File: src/rtl/mhpq_pkg.sv
// Shared types, codes and defaults of the min-heap priority queue.
package mhpq_pkg;

  localparam int unsigned CAPACITY_DEF = 1024;
  localparam int unsigned KEY_BITS_DEF = 32;

  localparam logic KIND_INSERT  = 1'b0;
  localparam logic KIND_EXTRACT = 1'b1;

  localparam logic [1:0] ST_OK    = 2'd0;
  localparam logic [1:0] ST_EMPTY = 2'd1;
  localparam logic [1:0] ST_FULL  = 2'd2;

  typedef enum logic [2:0] {
    S_IDLE,
    S_UP,
    S_UP_CMP,
    S_LAST,
    S_DN_L,
    S_DN_R,
    S_DN_CMP,
    S_DONE
  } state_e;

  typedef enum logic [2:0] {
    CMD_NONE,
    CMD_ACCEPT,
    CMD_UP,
    CMD_UP_CMP,
    CMD_LAST,
    CMD_DN_L,
    CMD_DN_R,
    CMD_DN_CMP
  } cmd_e;

  typedef struct packed {
    logic full;
    logic empty;
    logic one;
    logic pos_zero;
    logic parent_gt;
    logic lc_out;
    logic stay;
  } dp_status_t;

endpackage

File: src/rtl/mhpq_ctrl.sv
// Sequencer for insert / extract requests of the min-heap.
module mhpq_ctrl (
  input  logic                clk_i,
  input  logic                rst_ni,
  input  logic                start,
  input  logic                kind_i,
  input  mhpq_pkg::dp_status_t stat_i,
  output mhpq_pkg::cmd_e      cmd_o,
  output logic                busy,
  output logic                done_o
);

  mhpq_pkg::state_e state_q, state_d;

  always_ff @(posedge clk_i or negedge rst_ni) begin
    if (!rst_ni) begin
      state_q <= mhpq_pkg::S_IDLE;
    end else begin
      state_q <= state_d;
    end
  end

  always_comb begin
    state_d = state_q;
    cmd_o   = mhpq_pkg::CMD_NONE;
    busy    = 1'b1;
    done_o  = 1'b0;
    case (state_q)
      mhpq_pkg::S_IDLE: begin
        busy = 1'b0;
        if (start) begin
          cmd_o = mhpq_pkg::CMD_ACCEPT;
          if (kind_i == mhpq_pkg::KIND_INSERT) begin
            state_d = stat_i.full ? mhpq_pkg::S_DONE : mhpq_pkg::S_UP;
          end else begin
            state_d = (stat_i.empty || stat_i.one) ? mhpq_pkg::S_DONE : mhpq_pkg::S_LAST;
          end
        end
      end
      mhpq_pkg::S_UP: begin
        cmd_o   = mhpq_pkg::CMD_UP;
        state_d = stat_i.pos_zero ? mhpq_pkg::S_DONE : mhpq_pkg::S_UP_CMP;
      end
      mhpq_pkg::S_UP_CMP: begin
        cmd_o   = mhpq_pkg::CMD_UP_CMP;
        state_d = stat_i.parent_gt ? mhpq_pkg::S_UP : mhpq_pkg::S_DONE;
      end
      mhpq_pkg::S_LAST: begin
        cmd_o   = mhpq_pkg::CMD_LAST;
        state_d = mhpq_pkg::S_DN_L;
      end
      mhpq_pkg::S_DN_L: begin
        cmd_o   = mhpq_pkg::CMD_DN_L;
        state_d = stat_i.lc_out ? mhpq_pkg::S_DONE : mhpq_pkg::S_DN_R;
      end
      mhpq_pkg::S_DN_R: begin
        cmd_o   = mhpq_pkg::CMD_DN_R;
        state_d = mhpq_pkg::S_DN_CMP;
      end
      mhpq_pkg::S_DN_CMP: begin
        cmd_o   = mhpq_pkg::CMD_DN_CMP;
        state_d = stat_i.stay ? mhpq_pkg::S_DONE : mhpq_pkg::S_DN_L;
      end
      mhpq_pkg::S_DONE: begin
        done_o  = 1'b1;
        state_d = mhpq_pkg::S_IDLE;
      end
      default: begin
        state_d = mhpq_pkg::S_IDLE;
      end
    endcase
  end

endmodule

File: config.mk
export PLATFORM = sky130hd
export DESIGN_NAME = mhpq_ctrl
export DESIGN_NICKNAME = d
export VERILOG_FILES = /design/src/rtl/mhpq_pkg.sv /design/src/rtl/mhpq_ctrl.sv
export SDC_FILE = /design/constraint.sdc
export NUM_CORES = 1
export LEC_CHECK = 0
export ABC_AREA = 1
export BUFFER_PORTS_ARGS = -buffer_cell sky130_fd_sc_hd__buf_2
export CORE_AREA = 8 8 45 47
export DETAILED_ROUTE_END_ITERATION = 8
export DIE_AREA = 0 0 53 55
export PLACE_DENSITY = 0.51
export RECOVER_POWER = 25
export SETUP_SLACK_MARGIN = 0.1
export SYNTH_ARGS = -nofsm -noshare
export SYNTH_HDL_FRONTEND = slang
export SYNTH_SLANG_ARGS = --single-unit
File: constraint.sdc
create_clock -name clk_i -period 1.9 [get_ports clk_i]
set_input_delay 0.095 -clock clk_i [delete_from_list [all_inputs] [get_ports clk_i]]
set_output_delay 0.095 -clock clk_i [all_outputs]
set_load 0.05 [all_outputs]
### Word level (Yosys, flattened, before mapping)

Index checks and enable logic that the tools add are counted.

* register bits after elaboration: 3
* input bits: 11
* output and inout port bits: 5
* logic and storage cells: 24

* equality and inequality tests: 8
* muxes and demuxes: 13
* reductions and logical operators: 2

Operator list (count)
* $pmux W3 S8: 1
* $pmux W3 S7: 1
* $mux W3: 6
* $eq A3 B3 Y1 const B: 4
* $eq A3 B2 Y1 const B: 2
* $mux W2: 2
* $eq A3 B1 Y1 const B: 1
* $logic_not A3 Y1: 1
* $mux W1: 3
* $ne A2 B2 Y1 const B: 1
* $logic_or A1 B1 Y1: 1

### Longest topological paths before layout

* depth in word-level cells: 5
* depth in mapped cells: 6
* mapped depth without buffers: 6

### Least setup slack after synthesis

Ideal clock, no wire load.

* kind: register -> register
* start point: register state_q[0]
* end point: register state_q[2]
* library setup time: 0.068 ns
* arrival time: 1.507 ns
* required time: 1.832 ns
* path slack: 0.325 ns
* cell stages (with the launch flop): 5
* buffers on the path: 0
* period minus slack after synthesis: 1.575 ns
* path through: dfrtp_1 nand2_2 xor2_1 nor2_1 nand2_1

* longest elaborated chain between the ends: 2
* elaborated cells between the ends (all ways): 10
* those cells by class: 8 x eq/ne; 1 x mux; 1 x reduce/logical

Ends and longest elaborated chain
* from (decl): RTL line mhpq_ctrl.sv:13 `mhpq_pkg::state_e state_q, state_d;`
* from (signal assigned): RTL line mhpq_ctrl.sv:17 `state_q <= mhpq_pkg::S_IDLE;`
* from (signal assigned): RTL line mhpq_ctrl.sv:19 `state_q <= state_d;`
* $eq A3 B3 Y1, or another cell as far along: RTL line mhpq_ctrl.sv:28 `case (state_q)`
* $pmux W3 S8 or $ne A2 B2 Y1 (tied branches)

Several ways; a longest one is shown, not always the timed one.
A chain may end at the register's enable or synchronous reset.

### Worst setup path after layout

* start point: register state_q[0]
* end point: output cmd_o[2]

* longest elaborated chain between the ends: 2
* elaborated cells between the ends (all ways): 8
* those cells by class: 6 x eq/ne; 1 x mux; 1 x reduce/logical

Ends and longest elaborated chain
* $eq A3 B3 Y1, or another cell as far along: RTL line mhpq_ctrl.sv:28
* $pmux W3 S7 *: RTL line mhpq_ctrl.sv:28
* to (decl): RTL line mhpq_ctrl.sv:8 `output mhpq_pkg::cmd_e cmd_o,`

Mark *: on every way between the ends. The rest lies on a longest branch, timed or not.

==> results.py <==
metrics = {
    "status": {
        "run_status": "finished clean",
    },
    "setup_path": {
        "r2r_start": "state_q[1]$_DFFE_PN0P_",
        "crit_fanout": 6,
        "critical_path_class": "register to output port",
        "start_kind": "register",
        "r2r.worst_path.cells": 5,
        "r2r_setup_slack_ns": 0.86,
        "rr_endpoint": "state_q[1]$_DFFE_PN0P_",
        "crit_arrival_ns": 1.25,
        "cp-endpoint": "cmd_o[2]",
        "cp-startpoint": "state_q[0]$_DFFE_PN0P_",
        "end_kind": "output port",
        "worstPathRequired_ns": 1.80,
    },
    "clock_tree": {
        "clk_latency_ns": 0.23,
        "clk_pin_slew_ns": 0.04,
        "cts_buffers": 3,
        "cts.sinks": 3,
        "htreeDepth": 1,
        "post_cts_buffers": 0,
        "cts_tree": "built",
        "root_buffer": "clkbuf_4",
        "clockBufferDepth": 2,
    },
    "route": {
        "drtIter0Drc": 2,
        "drcViolationCount": 0,
        "met3_length_um": 49,
        "m1WireLength_um": 285,
        "dr_total_vias": 303,
        "vias_per_cell": 3.94,
        "drt_wl_total_um": 680,
        "met2_length_um": 330,
        "highest-signal-layer": "met4",
        "wl_per_cell_um": 8.83,
        "ant_nets": 0,
        "first_pass_iters": 2,
    },
    "timing": {
        "drv_slew": 0,
        "fin_tns_setup_ns": 0,
        "fmax_mhz": 742,
        "setup_violations": 0,
        "period_share_pct": 70.9,
        "clock_skew_ns": 0.00150,
        "rsz0062_at_grt": "no",
        "hold_viol": 0,
        "relSlewSlack_pct": 83.7,
        "min_period_ns": 1.35,
        "worstMarginPinSlew_ns": 0.245,
    },
    "global_routing": {
        "grt_antenna_before_repair": 0,
        "track_usage_pct": 5.47,
        "grt_overflow": 0,
        "grt_first_pass_wirelength_um": 1090,
        "grt_max_degree": 7,
        "first_global_vias": 294,
    },
    "final_layout": {
        "final_nets": 73,
        "layout_common_cells": "buf_2 (14), nand2_1 (10), nor2_1 (7)",
        "diodes": 0,
        "final_layout_size_suffix_gt1_share_pct": 42.6,
        "largest_registers": "state_q: 3 flops",
        "largest_reg_flops": 3,
        "area_growth_pct": 52.3,
        "final_common_cell": "buf_2",
        "fin_cells": 77,
        "top_register": "state_q",
    },
    "floorplan": {
        "die_h_um": 55,
        "die_w_um": 53,
        "pin_count": 16,
        "die_area_sq_mm": 0.00292,
        "rows": 14,
        "core_area_sq_mm": 0.00138,
        "start_util_pct": 18.0,
    },
    "logic_synthesis": {
        "synthCells": 41,
        "syn_area_sq_um": 249,
        "ys_types": 11,
        "synth.avg_cell_area_sq_um": 6.07,
        "syn-num-nets": 52,
        "yosys_warnings": 0,
        "ys_ff_latch": 3,
        "yosysSeqAreaShare_pct": 30.2,
    },
    "job": {
        "cap_viol_max_count": 0,
    },
    "placement": {
        "dpl.hpwl_um": 595,
        "post-place-cells": 72,
        "gp_congestion": 0.721,
        "port_buffers": 15,
    },
    "pwr": {
        "power_density_mw_per_mm2": 2230,
        "ir_drop_mv": 0.685,
        "p_leak_nw": 0.224,
    },
    "hold_path": {
        "hold_path_class": "input port to register",
    },
}
worst min path at each step:
stage | from | to | cells after the start
finish | kind_i | state_q[2]$_DFFE_PN0P_ | 4
detailed placement | rst_ni | state_q[1]$_DFFE_PN0P_ | 1
CTS | kind_i | state_q[2]$_DFFE_PN0P_ | 4
global placement | rst_ni | state_q[1]$_DFFE_PN0P_ | 1
floorplan | rst_ni | state_q[0]$_DFFE_PN0P_ | 0
global route | kind_i | state_q[2]$_DFFE_PN0P_ | 4
cells in the mapped netlist:
library cell,number,share of area [%]
nand2_1,10,15
nor2_1,7,11
inv_2,4,6.0
nand3_1,4,8.0
dfrtp_1,3,30
inv_1,3,4.5
nor2_2,3,7.5
a21oi_1,2,4.0
nand2_2,2,5.0
xor2_1,2,7.0
o21ai_1,1,2.0
kinds of logic after synthesis:
kind of cell	count (synthesis)	share of synthesized area, %
buf+inv	7	10.6
compound gates	3	6.03
simple gates	26	46.2
flops	3	30.1
xor+xnor	2	7.04
where the power goes:
group / internal (mW) / total [mW] / leakage, nW / switching [mW]
sequential: 0.0991 / 0.156 / 0.0348 / 0.0568
combinational: 0.147 / 0.574 / 0.174 / 0.428
clock: 0.0788 / 0.113 / 0.0150 / 0.0347
timing repair:
action | CTS | global route
hold endpoints to repair | 3 | 0
hold buffers | 1 | 0
endpoints found under the setup margin | 0 | 0
resized for setup | 0 | 0
routing by layer:
metal,vias up,track usage [%]
met3,2,3.74
met5,-,0
met4,0,5.17
met1,127,4.73
met2,10,8.40
li1,164,-
worst max-delay path, cell delays in order (launching register included):
cell and delay, ns:
dfrtp_1 0.45, nand2_2 0.10, xor2_1 0.17, buf_2 0.29
stage by stage:
step	instance area (sq um)	util, %	setup WS (ns)	power [mW]	hold slack (ns)
6_report	379	27.4	0.552	0.844	0.142
5_1_grt	379	27.4	0.424	0.909	0.162
4_1_cts	380	27.5	0.529	0.861	0.143
3_5_place_dp	344	24.9	0.787	0.740	-0.106
3_3_place_gp	344	24.9	0.810	0.743	-0.108
2_1_floorplan	249	-	0.325	0.613	-0.201
area by class of cell:
cell class	instances	area, sq um
fillers	172	1000
clock buffers	4	26.3
flip-flops and latches	3	75.1
inverters	7	26.3
multi-input cells	31	148
well taps	16	20.0
repair buffers	16	83.8
Note: power is estimated with default switching activity, not from simulation.
